--- config.mk ---
export PLATFORM = sky130hd
export DESIGN_NAME = packed_pixel_palette_decoder_unit_flat
export DESIGN_NICKNAME = d
export VERILOG_FILES = /design/src/rtl/pppd_pkg.sv /design/src/rtl/pppd_if.sv /design/src/rtl/pppd_unpack.sv /design/src/rtl/pppd_lookup.sv /design/src/rtl/packed_pixel_palette_decoder_unit.sv /design/src/flat_wrapper.sv
export SDC_FILE = /design/constraint.sdc
export NUM_CORES = 1
export LEC_CHECK = 0
export ABC_AREA = 1
export BUFFER_PORTS_ARGS = -buffer_cell sky130_fd_sc_hd__buf_4
export CORE_UTILIZATION = 35
export CTS_CLUSTER_DIAMETER = 80
export DETAILED_ROUTE_END_ITERATION = 7
export GPL_TIMING_DRIVEN = 0
export HOLD_SLACK_MARGIN = 0.12
export MAX_ROUTING_LAYER = met4
export PLACE_DENSITY = 0.66
export SLEW_MARGIN = 20
export SYNTH_ARGS = -nofsm -noshare
export SYNTH_HDL_FRONTEND = slang
export SYNTH_SLANG_ARGS = --single-unit
--- constraint.sdc ---
create_clock -name clk -period 4 [get_ports clk]
set_input_delay 1.2 -clock clk [delete_from_list [all_inputs] [get_ports clk]]
set_output_delay 1.2 -clock clk [all_outputs]
set_load 0.03 [all_outputs]
--- src/rtl/pppd_pkg.sv ---
// shared types, register codes and helpers for the packed pixel palette decoder
`timescale 1ns / 1ps
package pppd_pkg;

  localparam int NUM_PIX = 8;
  localparam int PIX_W   = 4;
  localparam int BYTE_W  = 8;
  localparam int PAL_W   = 64;
  localparam int CNT_W   = 4;
  localparam int MODE_W  = 3;
  localparam int MASK_W  = 4;
  localparam int CFG_IDX_W = 2;

  localparam logic [MODE_W-1:0] MODE_MONO640  = 3'd0;
  localparam logic [MODE_W-1:0] MODE_FOUR320  = 3'd1;
  localparam logic [MODE_W-1:0] MODE_SIXT160  = 3'd2;
  localparam logic [MODE_W-1:0] MODE_SIXT320  = 3'd3;
  localparam logic [MODE_W-1:0] MODE_PLANE640 = 3'd4;
  localparam logic [MODE_W-1:0] MODE_MONO720  = 3'd5;

  localparam logic [CFG_IDX_W-1:0] REG_PIXEL_MODE    = 2'd0;
  localparam logic [CFG_IDX_W-1:0] REG_COLOUR_MASK   = 2'd1;
  localparam logic [CFG_IDX_W-1:0] REG_PALETTE_TABLE = 2'd2;

  localparam logic [CNT_W-1:0] CNT_TWO   = 4'd2;
  localparam logic [CNT_W-1:0] CNT_FOUR  = 4'd4;
  localparam logic [CNT_W-1:0] CNT_EIGHT = 4'd8;

  localparam logic [PIX_W-1:0] MONO_ON  = 4'd7;
  localparam logic [PIX_W-1:0] MONO_OFF = 4'd0;

  // masked raw indices for one byte, handed from unpack to lookup
  typedef struct packed {
    logic [NUM_PIX-1:0][PIX_W-1:0] idx;
    logic [CNT_W-1:0]              count;
    logic                          mono;
  } pix_word_t;

  typedef logic [NUM_PIX-1:0][PIX_W-1:0] pix_vec_t;

  function automatic logic [PIX_W-1:0] pal_entry(input logic [PAL_W-1:0] tbl,
                                                 input logic [PIX_W-1:0] idx);
    return tbl[{idx, 2'b00} +: PIX_W];
  endfunction

endpackage

--- src/rtl/pppd_if.sv ---
// handshake channel interfaces: pixel byte input, decoded result, register write
`timescale 1ns / 1ps
interface pppd_in_if;
  logic       valid;
  logic       ready;
  logic [7:0] plane_byte_low;
  logic [7:0] plane_byte_high;
  modport source (output valid, plane_byte_low, plane_byte_high, input ready);
  modport sink   (input valid, plane_byte_low, plane_byte_high, output ready);
endinterface

interface pppd_out_if;
  logic       valid;
  logic       ready;
  logic [3:0] pixel_0;
  logic [3:0] pixel_1;
  logic [3:0] pixel_2;
  logic [3:0] pixel_3;
  logic [3:0] pixel_4;
  logic [3:0] pixel_5;
  logic [3:0] pixel_6;
  logic [3:0] pixel_7;
  logic [3:0] pixel_count;
  modport source (output valid, pixel_0, pixel_1, pixel_2, pixel_3, pixel_4, pixel_5,
                  pixel_6, pixel_7, pixel_count, input ready);
  modport sink   (input valid, pixel_0, pixel_1, pixel_2, pixel_3, pixel_4, pixel_5,
                  pixel_6, pixel_7, pixel_count, output ready);
endinterface

interface pppd_cfg_if;
  logic        valid;
  logic        ready;
  logic [1:0]  index;
  logic [63:0] data;
  modport source (output valid, index, data, input ready);
  modport sink   (input valid, index, data, output ready);
endinterface

--- src/rtl/pppd_unpack.sv ---
// splits a fetched byte into masked raw pixel indices by mode
`timescale 1ns / 1ps
module pppd_unpack (
  input  logic [pppd_pkg::MODE_W-1:0] pixel_mode,
  input  logic [pppd_pkg::MASK_W-1:0] colour_mask,
  input  logic [pppd_pkg::BYTE_W-1:0] byte_lo,
  input  logic [pppd_pkg::BYTE_W-1:0] byte_hi,
  output pppd_pkg::pix_word_t         word
);
  import pppd_pkg::*;

  always_comb begin
    word = '0;
    case (pixel_mode)
      MODE_FOUR320: begin
        word.count = CNT_FOUR;
        for (int i = 0; i < 4; i++) begin
          word.idx[i] = {2'b00, byte_lo[7-2*i -: 2] & colour_mask[1:0]};
        end
      end
      MODE_SIXT160, MODE_SIXT320: begin
        word.count  = CNT_TWO;
        word.idx[0] = byte_lo[7:4] & colour_mask;
        word.idx[1] = byte_lo[3:0] & colour_mask;
      end
      MODE_PLANE640: begin
        word.count = CNT_EIGHT;
        for (int i = 0; i < NUM_PIX; i++) begin
          word.idx[i] = {2'b00, byte_hi[7-i] & colour_mask[1], byte_lo[7-i] & colour_mask[0]};
        end
      end
      MODE_MONO720: begin
        // mask ignored, fixed two-entry palette
        word.count = CNT_EIGHT;
        word.mono  = 1'b1;
        for (int i = 0; i < NUM_PIX; i++) begin
          word.idx[i] = {3'b000, byte_lo[7-i]};
        end
      end
      default: begin
        // mono640, and the undefined modes decode the same
        word.count = CNT_EIGHT;
        for (int i = 0; i < NUM_PIX; i++) begin
          word.idx[i] = {3'b000, byte_lo[7-i] & colour_mask[0]};
        end
      end
    endcase
  end

endmodule

--- src/rtl/pppd_lookup.sv ---
// maps masked indices through the palette and zeroes unused pixel slots
`timescale 1ns / 1ps
module pppd_lookup (
  input  pppd_pkg::pix_word_t        word,
  input  logic [pppd_pkg::PAL_W-1:0] palette_table,
  output pppd_pkg::pix_vec_t         pix
);
  import pppd_pkg::*;

  always_comb begin
    for (int i = 0; i < NUM_PIX; i++) begin
      if (CNT_W'(i) >= word.count) begin
        pix[i] = '0;
      end else if (word.mono) begin
        pix[i] = word.idx[i][0] ? MONO_ON : MONO_OFF;
      end else begin
        pix[i] = pal_entry(palette_table, word.idx[i]);
      end
    end
  end

endmodule

--- src/rtl/packed_pixel_palette_decoder_unit.sv ---
// top level: config registers and three-stage decode pipeline
//
//  channel | dir | handshake   | payload
//  in_ch   | in  | valid/ready | plane_byte_low, plane_byte_high
//  out_ch  | out | valid/ready | pixel_0..pixel_7, pixel_count
//  cfg_ch  | in  | valid/ready | index (0 mode, 1 mask, 2 palette), data
//
// three register stages: input capture, unpack and mask, palette lookup.
// one request per cycle sustained while the output is not stalled.
// rst_n clears the valid bits and the config registers (all to zero).
// a stage moves when it is empty or the next one moves, so a stall at the
// output backs up through the stages without losing or repeating a request.
`timescale 1ns / 1ps
module packed_pixel_palette_decoder_unit (
  input  logic              clk,
  input  logic              rst_n,
  pppd_in_if.sink           in_ch,
  pppd_out_if.source        out_ch,
  pppd_cfg_if.sink          cfg_ch
);
  import pppd_pkg::*;

  logic [MODE_W-1:0] pixel_mode_r;
  logic [MASK_W-1:0] colour_mask_r;
  logic [PAL_W-1:0]  palette_table_r;

  logic              s1_valid_r;
  logic [BYTE_W-1:0] s1_lo_r;
  logic [BYTE_W-1:0] s1_hi_r;
  logic              s2_valid_r;
  pix_word_t         s2_word_r;
  logic              out_valid_r;
  pix_vec_t          out_pix_r;
  logic [CNT_W-1:0]  out_count_r;

  pix_word_t word_nxt;
  pix_vec_t  pix_nxt;
  logic      out_move;
  logic      s2_move;
  logic      s1_move;

  assign cfg_ch.ready = 1'b1;

  always_ff @(posedge clk) begin
    if (!rst_n) begin
      pixel_mode_r    <= MODE_MONO640;
      colour_mask_r   <= '0;
      palette_table_r <= '0;
    end else if (cfg_ch.valid) begin
      case (cfg_ch.index)
        REG_PIXEL_MODE:    pixel_mode_r    <= cfg_ch.data[MODE_W-1:0];
        REG_COLOUR_MASK:   colour_mask_r   <= cfg_ch.data[MASK_W-1:0];
        REG_PALETTE_TABLE: palette_table_r <= cfg_ch.data;
        default: ;
      endcase
    end
  end

  assign out_move    = !out_valid_r || out_ch.ready;
  assign s2_move     = !s2_valid_r || out_move;
  assign s1_move     = !s1_valid_r || s2_move;
  assign in_ch.ready = s1_move;

  pppd_unpack u_unpack (
    .pixel_mode  (pixel_mode_r),
    .colour_mask (colour_mask_r),
    .byte_lo     (s1_lo_r),
    .byte_hi     (s1_hi_r),
    .word        (word_nxt)
  );

  pppd_lookup u_lookup (
    .word          (s2_word_r),
    .palette_table (palette_table_r),
    .pix           (pix_nxt)
  );

  always_ff @(posedge clk) begin
    if (!rst_n) begin
      s1_valid_r  <= 1'b0;
      s2_valid_r  <= 1'b0;
      out_valid_r <= 1'b0;
    end else begin
      if (s1_move) s1_valid_r <= in_ch.valid;
      if (s2_move) s2_valid_r <= s1_valid_r;
      if (out_move) out_valid_r <= s2_valid_r;
    end
  end

  always_ff @(posedge clk) begin
    if (s1_move && in_ch.valid) begin
      s1_lo_r <= in_ch.plane_byte_low;
      s1_hi_r <= in_ch.plane_byte_high;
    end
    if (s2_move && s1_valid_r) begin
      s2_word_r <= word_nxt;
    end
    if (out_move && s2_valid_r) begin
      out_pix_r   <= pix_nxt;
      out_count_r <= s2_word_r.count;
    end
  end

  assign out_ch.valid       = out_valid_r;
  assign out_ch.pixel_0     = out_pix_r[0];
  assign out_ch.pixel_1     = out_pix_r[1];
  assign out_ch.pixel_2     = out_pix_r[2];
  assign out_ch.pixel_3     = out_pix_r[3];
  assign out_ch.pixel_4     = out_pix_r[4];
  assign out_ch.pixel_5     = out_pix_r[5];
  assign out_ch.pixel_6     = out_pix_r[6];
  assign out_ch.pixel_7     = out_pix_r[7];
  assign out_ch.pixel_count = out_count_r;

  a_count_legal: assert property (@(posedge clk) disable iff (!rst_n)
    out_ch.valid |-> (out_ch.pixel_count == CNT_TWO || out_ch.pixel_count == CNT_FOUR ||
                      out_ch.pixel_count == CNT_EIGHT))
    else $error("pixel_count not 2, 4 or 8");

  a_unused_zero: assert property (@(posedge clk) disable iff (!rst_n)
    (out_ch.valid && out_ch.pixel_count == CNT_TWO) |->
      (out_ch.pixel_2 == '0 && out_ch.pixel_3 == '0 && out_ch.pixel_4 == '0 &&
       out_ch.pixel_5 == '0 && out_ch.pixel_6 == '0 && out_ch.pixel_7 == '0))
    else $error("unused pixel slot not zero");

  a_accept_lands: assert property (@(posedge clk) disable iff (!rst_n)
    (in_ch.valid && in_ch.ready) |=> s1_valid_r)
    else $error("accepted request missing from first stage");

  a_stall_holds_s2: assert property (@(posedge clk) disable iff (!rst_n)
    (s2_valid_r && !out_move) |=> (s2_valid_r && $stable(s2_word_r)))
    else $error("second stage changed while stalled");

endmodule

--- src/flat_wrapper.sv ---
// flat-port wrapper written by rule: the top's interface ports become plain ports
module packed_pixel_palette_decoder_unit_flat import pppd_pkg::*;
  (clk, rst_n, in_ch_valid, in_ch_plane_byte_low, in_ch_plane_byte_high, in_ch_ready, out_ch_valid, out_ch_pixel_0, out_ch_pixel_1, out_ch_pixel_2, out_ch_pixel_3, out_ch_pixel_4, out_ch_pixel_5, out_ch_pixel_6, out_ch_pixel_7, out_ch_pixel_count, out_ch_ready, cfg_ch_valid, cfg_ch_index, cfg_ch_data, cfg_ch_ready);
  pppd_in_if in_ch_i ();
  pppd_out_if out_ch_i ();
  pppd_cfg_if cfg_ch_i ();
  input  logic clk;
  input  logic rst_n;
  input wire logic [$bits(in_ch_i.valid)-1:0] in_ch_valid;
  input wire logic [$bits(in_ch_i.plane_byte_low)-1:0] in_ch_plane_byte_low;
  input wire logic [$bits(in_ch_i.plane_byte_high)-1:0] in_ch_plane_byte_high;
  output wire logic [$bits(in_ch_i.ready)-1:0] in_ch_ready;
  output wire logic [$bits(out_ch_i.valid)-1:0] out_ch_valid;
  output wire logic [$bits(out_ch_i.pixel_0)-1:0] out_ch_pixel_0;
  output wire logic [$bits(out_ch_i.pixel_1)-1:0] out_ch_pixel_1;
  output wire logic [$bits(out_ch_i.pixel_2)-1:0] out_ch_pixel_2;
  output wire logic [$bits(out_ch_i.pixel_3)-1:0] out_ch_pixel_3;
  output wire logic [$bits(out_ch_i.pixel_4)-1:0] out_ch_pixel_4;
  output wire logic [$bits(out_ch_i.pixel_5)-1:0] out_ch_pixel_5;
  output wire logic [$bits(out_ch_i.pixel_6)-1:0] out_ch_pixel_6;
  output wire logic [$bits(out_ch_i.pixel_7)-1:0] out_ch_pixel_7;
  output wire logic [$bits(out_ch_i.pixel_count)-1:0] out_ch_pixel_count;
  input wire logic [$bits(out_ch_i.ready)-1:0] out_ch_ready;
  input wire logic [$bits(cfg_ch_i.valid)-1:0] cfg_ch_valid;
  input wire logic [$bits(cfg_ch_i.index)-1:0] cfg_ch_index;
  input wire logic [$bits(cfg_ch_i.data)-1:0] cfg_ch_data;
  output wire logic [$bits(cfg_ch_i.ready)-1:0] cfg_ch_ready;
  assign in_ch_i.valid = in_ch_valid;
  assign in_ch_i.plane_byte_low = in_ch_plane_byte_low;
  assign in_ch_i.plane_byte_high = in_ch_plane_byte_high;
  assign in_ch_ready = in_ch_i.ready;
  assign out_ch_valid = out_ch_i.valid;
  assign out_ch_pixel_0 = out_ch_i.pixel_0;
  assign out_ch_pixel_1 = out_ch_i.pixel_1;
  assign out_ch_pixel_2 = out_ch_i.pixel_2;
  assign out_ch_pixel_3 = out_ch_i.pixel_3;
  assign out_ch_pixel_4 = out_ch_i.pixel_4;
  assign out_ch_pixel_5 = out_ch_i.pixel_5;
  assign out_ch_pixel_6 = out_ch_i.pixel_6;
  assign out_ch_pixel_7 = out_ch_i.pixel_7;
  assign out_ch_pixel_count = out_ch_i.pixel_count;
  assign out_ch_i.ready = out_ch_ready;
  assign cfg_ch_i.valid = cfg_ch_valid;
  assign cfg_ch_i.index = cfg_ch_index;
  assign cfg_ch_i.data = cfg_ch_data;
  assign cfg_ch_ready = cfg_ch_i.ready;
  packed_pixel_palette_decoder_unit u_core (.clk(clk), .rst_n(rst_n), .in_ch(in_ch_i), .out_ch(out_ch_i), .cfg_ch(cfg_ch_i));
endmodule
Word level (Yosys, flattened, before mapping)
Index checks and enable logic that the tools add are counted.

cells by class
  reductions and logical operators = 15
  equal/unequal tests = 7
  muxes and demuxes = 20
  order comparisons = 8
  shift operators = 8
  bitwise operators = 22

operators with widths
  cell                  count
  $shiftx A64 B7 Y4     8
  $pmux W12 S4          1
  $pmux W14 S3          1
  $mux W4               8
  $mux W3               8
  $pmux W6 S4           1
  $and A1 B1 Y1         16
  $ge A3 B4 Y1 const A  4
  $and A2 B2 Y2         4
  $and A4 B4 Y4         2
  $ge A1 B4 Y1 const A  2
  $ge A2 B4 Y1 const A  2
  $eq A3 B2 Y1 const B  2
  $eq A3 B3 Y1 const B  2
  $reduce_and A2 Y1     3
  $eq A3 B1 Y1 const B  1
  $logic_and A1 B1 Y1   3
  $logic_not A1 Y1      3
  $logic_or A1 B1 Y1    3
  $reduce_or A3 Y1      1
  $eq A2 B1 Y1 const B  1
  $eq A2 B2 Y1 const B  1
  $logic_not A2 Y1      1
  $reduce_or A2 Y1      1
  $mux W1               1

storage, ports and cells
  input bits = 87
  register bits after elaboration = 163
  output and inout bits = 39
  logic and storage cells = 107

Logic depth before layout (Yosys ltp)
  depth after elaboration = 5
  mapped depth = 10
  depth with buffers taken out = 8

Cells and area by module
A second synthesis with hierarchy kept.

unflattened totals
  cell total of the unflattened synthesis = 1,889
  area, all modules = 11,767.5 µm²

by module, submodules not included
  module                             area each (µm²)  times used  seq. area each (µm²)  cells each
  packed_pixel_palette_decoder_unit  5,770.5          1           4,154.0               564
  pppd_lookup                        5,471.5          1           0.0                   1,219
  pppd_unpack                        525.5            1           0.0                   106

Worst setup path before layout
No wires, ideal clock.

  kind = input to register
  start = input port out_ch_ready
  end = register u_core.out_pix_r, in the netlist u_core.out_ch.pixel_0[0] (enable)
  path buffers = 0
  arrival = 2.956 ns
  data required time = 3.561 ns
  library setup time = 0.439 ns
  path slack = 0.606 ns
  stages on the path = 2
  cells stage by stage = inv_1 a21oi_1

on the way
  longest elaborated chain between the ends = 2

RTL lines
  item                    RTL line                                 text
  start: declaration      flat_wrapper.sv:23                       input wire logic [$bits(out_ch_i.ready)-1:0] out_ch_ready;
  $logic_or A1 B1 Y1      packed_pixel_palette_decoder_unit.sv:59  assign out_move = !out_valid_r || out_ch.ready;
  $logic_and A1 B1 Y1     packed_pixel_palette_decoder_unit.sv:98  if (out_move && s2_valid_r) begin
  end signal: assignment  packed_pixel_palette_decoder_unit.sv:99  out_pix_r <= pix_nxt;
  end: declaration        packed_pixel_palette_decoder_unit.sv:33  pix_vec_t out_pix_r;

Every way passes these cells.
A chain may end at the register's enable or synchronous reset.

Final worst setup path
  start = input port out_ch_ready
  end = output port in_ch_ready

on the way
  longest elaborated chain between the ends = 3

RTL lines
  item                RTL line                                 text
  $logic_or A1 B1 Y1  packed_pixel_palette_decoder_unit.sv:59
  $logic_or A1 B1 Y1  packed_pixel_palette_decoder_unit.sv:60  assign s2_move = !s2_valid_r || out_move;
  $logic_or A1 B1 Y1  packed_pixel_palette_decoder_unit.sv:61  assign s1_move = !s1_valid_r || s2_move;
  end: declaration    flat_wrapper.sv:12                       output wire logic [$bits(in_ch_i.ready)-1:0] in_ch_ready;

Every way passes these cells.

==> results.md <==
- Across all register-to-register paths, the minimum setup slack is between 2000 and 2500 ps.
- Setup repair after global routing left no endpoint under its margin.
- The synthesized-area fraction occupied by and/or/nand/nor cells is 0.2109.
- OpenSTA, run right after detailed placement, puts the worst setup slack at around 900 ps.
- The cell area power density is around 420 nW/um^2.
- The die area is around 22000 sq um.
- The final worst clock skew is just over 10 ps.
- The total of hold buffers inserted after clock tree synthesis is 0.
- The minimum clock period after layout is just over 3000 ps.
- The adder-cell share of the synthesized area is 0.
- The count of state elements after synthesis is ~150.
- The startpoint of the most critical setup path is out_ch_ready.
- The routed wire length per instance is around 17 um.
- The top-level port count is 126.
- Measured along the x axis, the die boundary spans 147.0 um.
- The fraction of final layout cells sized beyond drive strength 1 is 0.1723.
- The worst register-to-register path begins at u_core.s2_word_r[6].
- The number of antenna cells inserted is 0.
- The netlist area before placement is around 7400 sq um.
- Counting every sink on the clock net gives 149.
- The number of port buffers is about 120.
- The data required time of the critical path is around 2800 ps.
- The first detailed-routing pass took 6 iterations.
- The flow ran to the end, and the final reports show no timing, DRC or antenna violations.
- The dominant combinational cell family by area after synthesis is simple AND/OR/NAND/NOR gates.
- The first-pass GRT wire length is approximately 35000 um.
- In the routed layout, each cell is associated on average with a via count of just over 5.
- After clock tree synthesis, the clock-pin slew on the worst setup and hold paths is about 60 ps.
- The number of setup violations in the final report is 0.
- The global-route total usage across every layer is 0.2192.
- The clock tree from TritonCTS is built.
- The capturing element type of the critical path is an output port.
- Setup slack on the critical path of the routed design comes to 898.2 ps.
- In this run the worst setup path terminates at in_ch_ready.
- In the final layout, the multi-input gates occupy about 3000 sq um.
- The via count of the first global-routing pass is 6359.
- After routing, the total negative slack on setup checks comes to 0 ps.
- When the netlist entered floorplanning its net count stood at 1029.
- The type of element launching the critical path is an input port.
- For this run, the register share of the synthesized area comes to 0.5071.
- Yosys printed 0 warnings.
- In this run the standard cell core region covers about 20000 sq um.
- The number of pins with negative max-slew slack in the final report is 0.
- The detailed-route wire length is roughly 23000 um.
- The depth of the worst register-to-register path is 7.
- The number of DRC violations after detailed-routing iteration 0 is roughly 740.
- No sink is reached through more buffers than the 2 on the longest clock path.
- For this run the aggregate overflow at the end of global routing stands at 0.
- The per-instance average area after synthesis is a little under 8 sq um.
- The residual antenna-violating net count after detailed routing is 0.
- The placed instance count is around 1300.
- The cell area after placement is about 8700 sq um.
- Across the run, the number of max-cap violations was 0.
- At the end of the flow, the number of nets in the layout was between 1000 and 1500.
- The pin count of the biggest net entering global routing is 27.
- The count of cells in the finished layout, fillers not included, comes to roughly 1400.
- The area growth from synthesis to layout is 26.12%.
- Overall power consumption after layout is estimated at around 3.9 mW.
- The H-tree generated during clock tree synthesis spans 4 levels.
- The initial antenna violation count came to 0.
- The worst-margin pin slew is 947.1 ps.
- The worst relative slew slack is 0.3679.
- The worst setup path is of the input port to output port kind.
- The final instance area is a little over 9000 sq um.
- The top fanout value on the critical path is 3.
- The share of the synthesized netlist area taken by xor and xnor gates is 0.
- Measured along the y axis, the die boundary spans 147.0 um.
- STA puts the critical path data arrival time at around 1900 ps.
- The number of gates resized after CTS was 0.
- The initial utilization of the core area, before any placement, comes to 0.3604.
- The leakage power summed over all cells is around 4.0 nW.
- The final-layout fill cell count is 2096.
- The number of buffers added for setup after CTS is 0.
- The number of unique standard cell types used by synthesis is 26.
- The last weighted congestion value of the routability-driven placer is 0.9372.
- The endpoint of the worst register-to-register path is u_core.out_ch.pixel_0[3].
- The detailed router placed around 7000 vias in this run.
- Synthesis handed over a netlist of around 940 instances.
- The final cycle utilization of the critical path is 0.7754.
- The detailed placer's ending HPWL is around 16000 um.
- The timing-limited maximum frequency is about 320 MHz.
- The register cell area after layout is around 3700 sq um.
- The class of the tightest hold or removal check is flip-flop to flip-flop.
- After detailed routing, the number of remaining DRC violations is 0.
- The area fraction in compound gates after synthesis is 0.1875.
- The total count of hold-check failures in the final report was 0.
- The utilization of the core after routing is 0.4545.
- The floorplan has 52 rows.
- The clock latency of the later-clocked register in the worst-skew pair is 430 ps.
- After synthesis, the share of cell area in mux cells is 0.
- The peak ir drop on the vdd network is between 0.0002 and 0.0003 V.
- The worst-case hold slack is around 480 ps.
- The tree is rooted in a sky130_fd_sc_hd__clkbuf_16.
- In this run, CTS created clock tree buffers numbering 17.
[state kept, by name, summed over array words and instances (netlist names), 4 cells and up]
signal and count:
u_core.palette_table_r 64, u_core.colour_mask_r 4, u_core.out_ch.pixel_5 4, u_core.out_ch.pixel_3 4, u_core.out_ch.pixel_4 4, u_core.out_ch.pixel_6 4, u_core.out_ch.pixel_0 4, u_core.out_ch.pixel_7 4
u_core.s1_hi_r 8, u_core.out_ch.pixel_2 4, u_core.out_ch.pixel_1 4, u_core.s2_word_r 24, u_core.s1_lo_r 8
[cell usage in the layout, fill, tap and decap left out, drive strengths merged]
cell / netlist / layout
nor3: 5 / 5
nand2: 206 / 206
or2: 1 / 1
nand3: 109 / 109
conb: 2 / 2
o21ai: 118 / 118
a31oi: 1 / 1
inv: 101 / 103
buf: 31 / 154
clkinvlp: 0 / 1
o22ai: 1 / 1
dfxtp: 74 / 74
bufinv: 0 / 3
a21oi: 123 / 123
o211ai: 17 / 17
o221ai: 3 / 3
clkinv: 2 / 6
nor2: 51 / 51
edfxtp: 75 / 75
a21o: 1 / 1
clkbuf: 21 / 43
[kinds of logic after synthesis]
| family | count (synthesis) |
|---|---|
| AND/OR/NAND/NOR | 372 |
| other | 2 |
| AO/OA/AOI/OAI | 264 |
| buffers and inverters | 155 |
| flip-flops | 149 |
[worst min path at each step]
stage                                           from                    endpoint  slack, ps  depth (start not counted)
final                     u_core.palette_table_r[27]  u_core.palette_table_r[27]        480                          2
after global routing      u_core.palette_table_r[27]  u_core.palette_table_r[27]        490                          2
after CTS                 u_core.palette_table_r[62]  u_core.palette_table_r[62]        480                          2
after detailed placement  u_core.palette_table_r[62]  u_core.palette_table_r[62]        470                          2
after global placement       u_core.colour_mask_r[3]     u_core.colour_mask_r[3]        460                          2
after floorplan           u_core.palette_table_r[27]  u_core.palette_table_r[27]        440                          2
[cell usage after synthesis]
library cell / count / share of area
sky130_fd_sc_hd__nand2_1: 206 / 0.11
sky130_fd_sc_hd__a21oi_1: 123 / 0.084
sky130_fd_sc_hd__nand3_1: 109 / 0.074
sky130_fd_sc_hd__o21ai_0: 102 / 0.069
sky130_fd_sc_hd__inv_1: 97 / 0.049
sky130_fd_sc_hd__edfxtp_1: 75 / 0.31
sky130_fd_sc_hd__dfxtp_1: 74 / 0.20
sky130_fd_sc_hd__nor2_1: 51 / 0.026
sky130_fd_sc_hd__clkbuf_1: 20 / 0.010
sky130_fd_sc_hd__o211ai_1: 17 / 0.017
sky130_fd_sc_hd__o21ai_1: 16 / 0.011
sky130_fd_sc_hd__buf_2: 15 / 0.010
sky130_fd_sc_hd__buf_6: 9 / 0.014
sky130_fd_sc_hd__buf_4: 5 / 0.0051
sky130_fd_sc_hd__inv_2: 4 / 0.0020
sky130_fd_sc_hd__nor3_1: 4 / 0.0027
sky130_fd_sc_hd__o221ai_1: 3 / 0.0036
sky130_fd_sc_hd__buf_1: 2 / 0.0010
sky130_fd_sc_hd__clkinv_1: 2 / 0.0010
sky130_fd_sc_hd__conb_1: 2 / 0.0010
sky130_fd_sc_hd__a21o_1: 1 / 0.0010
sky130_fd_sc_hd__a31oi_1: 1 / 0.00085
sky130_fd_sc_hd__clkbuf_2: 1 / 0.00068
sky130_fd_sc_hd__nor3_4: 1 / 0.0022
sky130_fd_sc_hd__o22ai_1: 1 / 0.00085
sky130_fd_sc_hd__or2_2: 1 / 0.00085
[cell type report]
| type | instances | share of cell area |
|---|---|---|
| plain buffers | 52 | 0.03248 |
| clock buffers | 22 | 0.05242 |
| clock inverters | 10 | 0.01550 |
| inverters | 103 | 0.04164 |
| multi-input cells | 638 | 0.3179 |
| flip-flops and latches | 149 | 0.4021 |
| well taps | 270 | 0.03638 |
| repair buffers | 123 | 0.1016 |
[power by group]
part / switching [mW] / internal (mW) / total (mW)
Clock: 0.644 / 1.06 / 1.70
Sequential: 0.0400 / 1.68 / 1.72
Combinational: 0.281 / 0.169 / 0.450
Total: 0.965 / 2.91 / 3.87
[worst max-delay path, cell delays in order]
cell,delay [ps]
sky130_fd_sc_hd__buf_4,110
sky130_fd_sc_hd__inv_1,100
sky130_fd_sc_hd__nand2_1,80
sky130_fd_sc_hd__nor2_1,130
sky130_fd_sc_hd__nand2_1,100
sky130_fd_sc_hd__buf_4,180
[metal layers]
metal | routed length (um) | up-vias | track usage
met2 | 9935 | 321 | 0.3246
met4 | 374 | 0 | 0.06907
li1 | - | 3469 | -
met3 | 1779 | 30 | 0.04161
met1 | 10650 | 3146 | 0.3020
met5 | 0 | - | -
No activity file was read; power rests on OpenSTA's default activity.
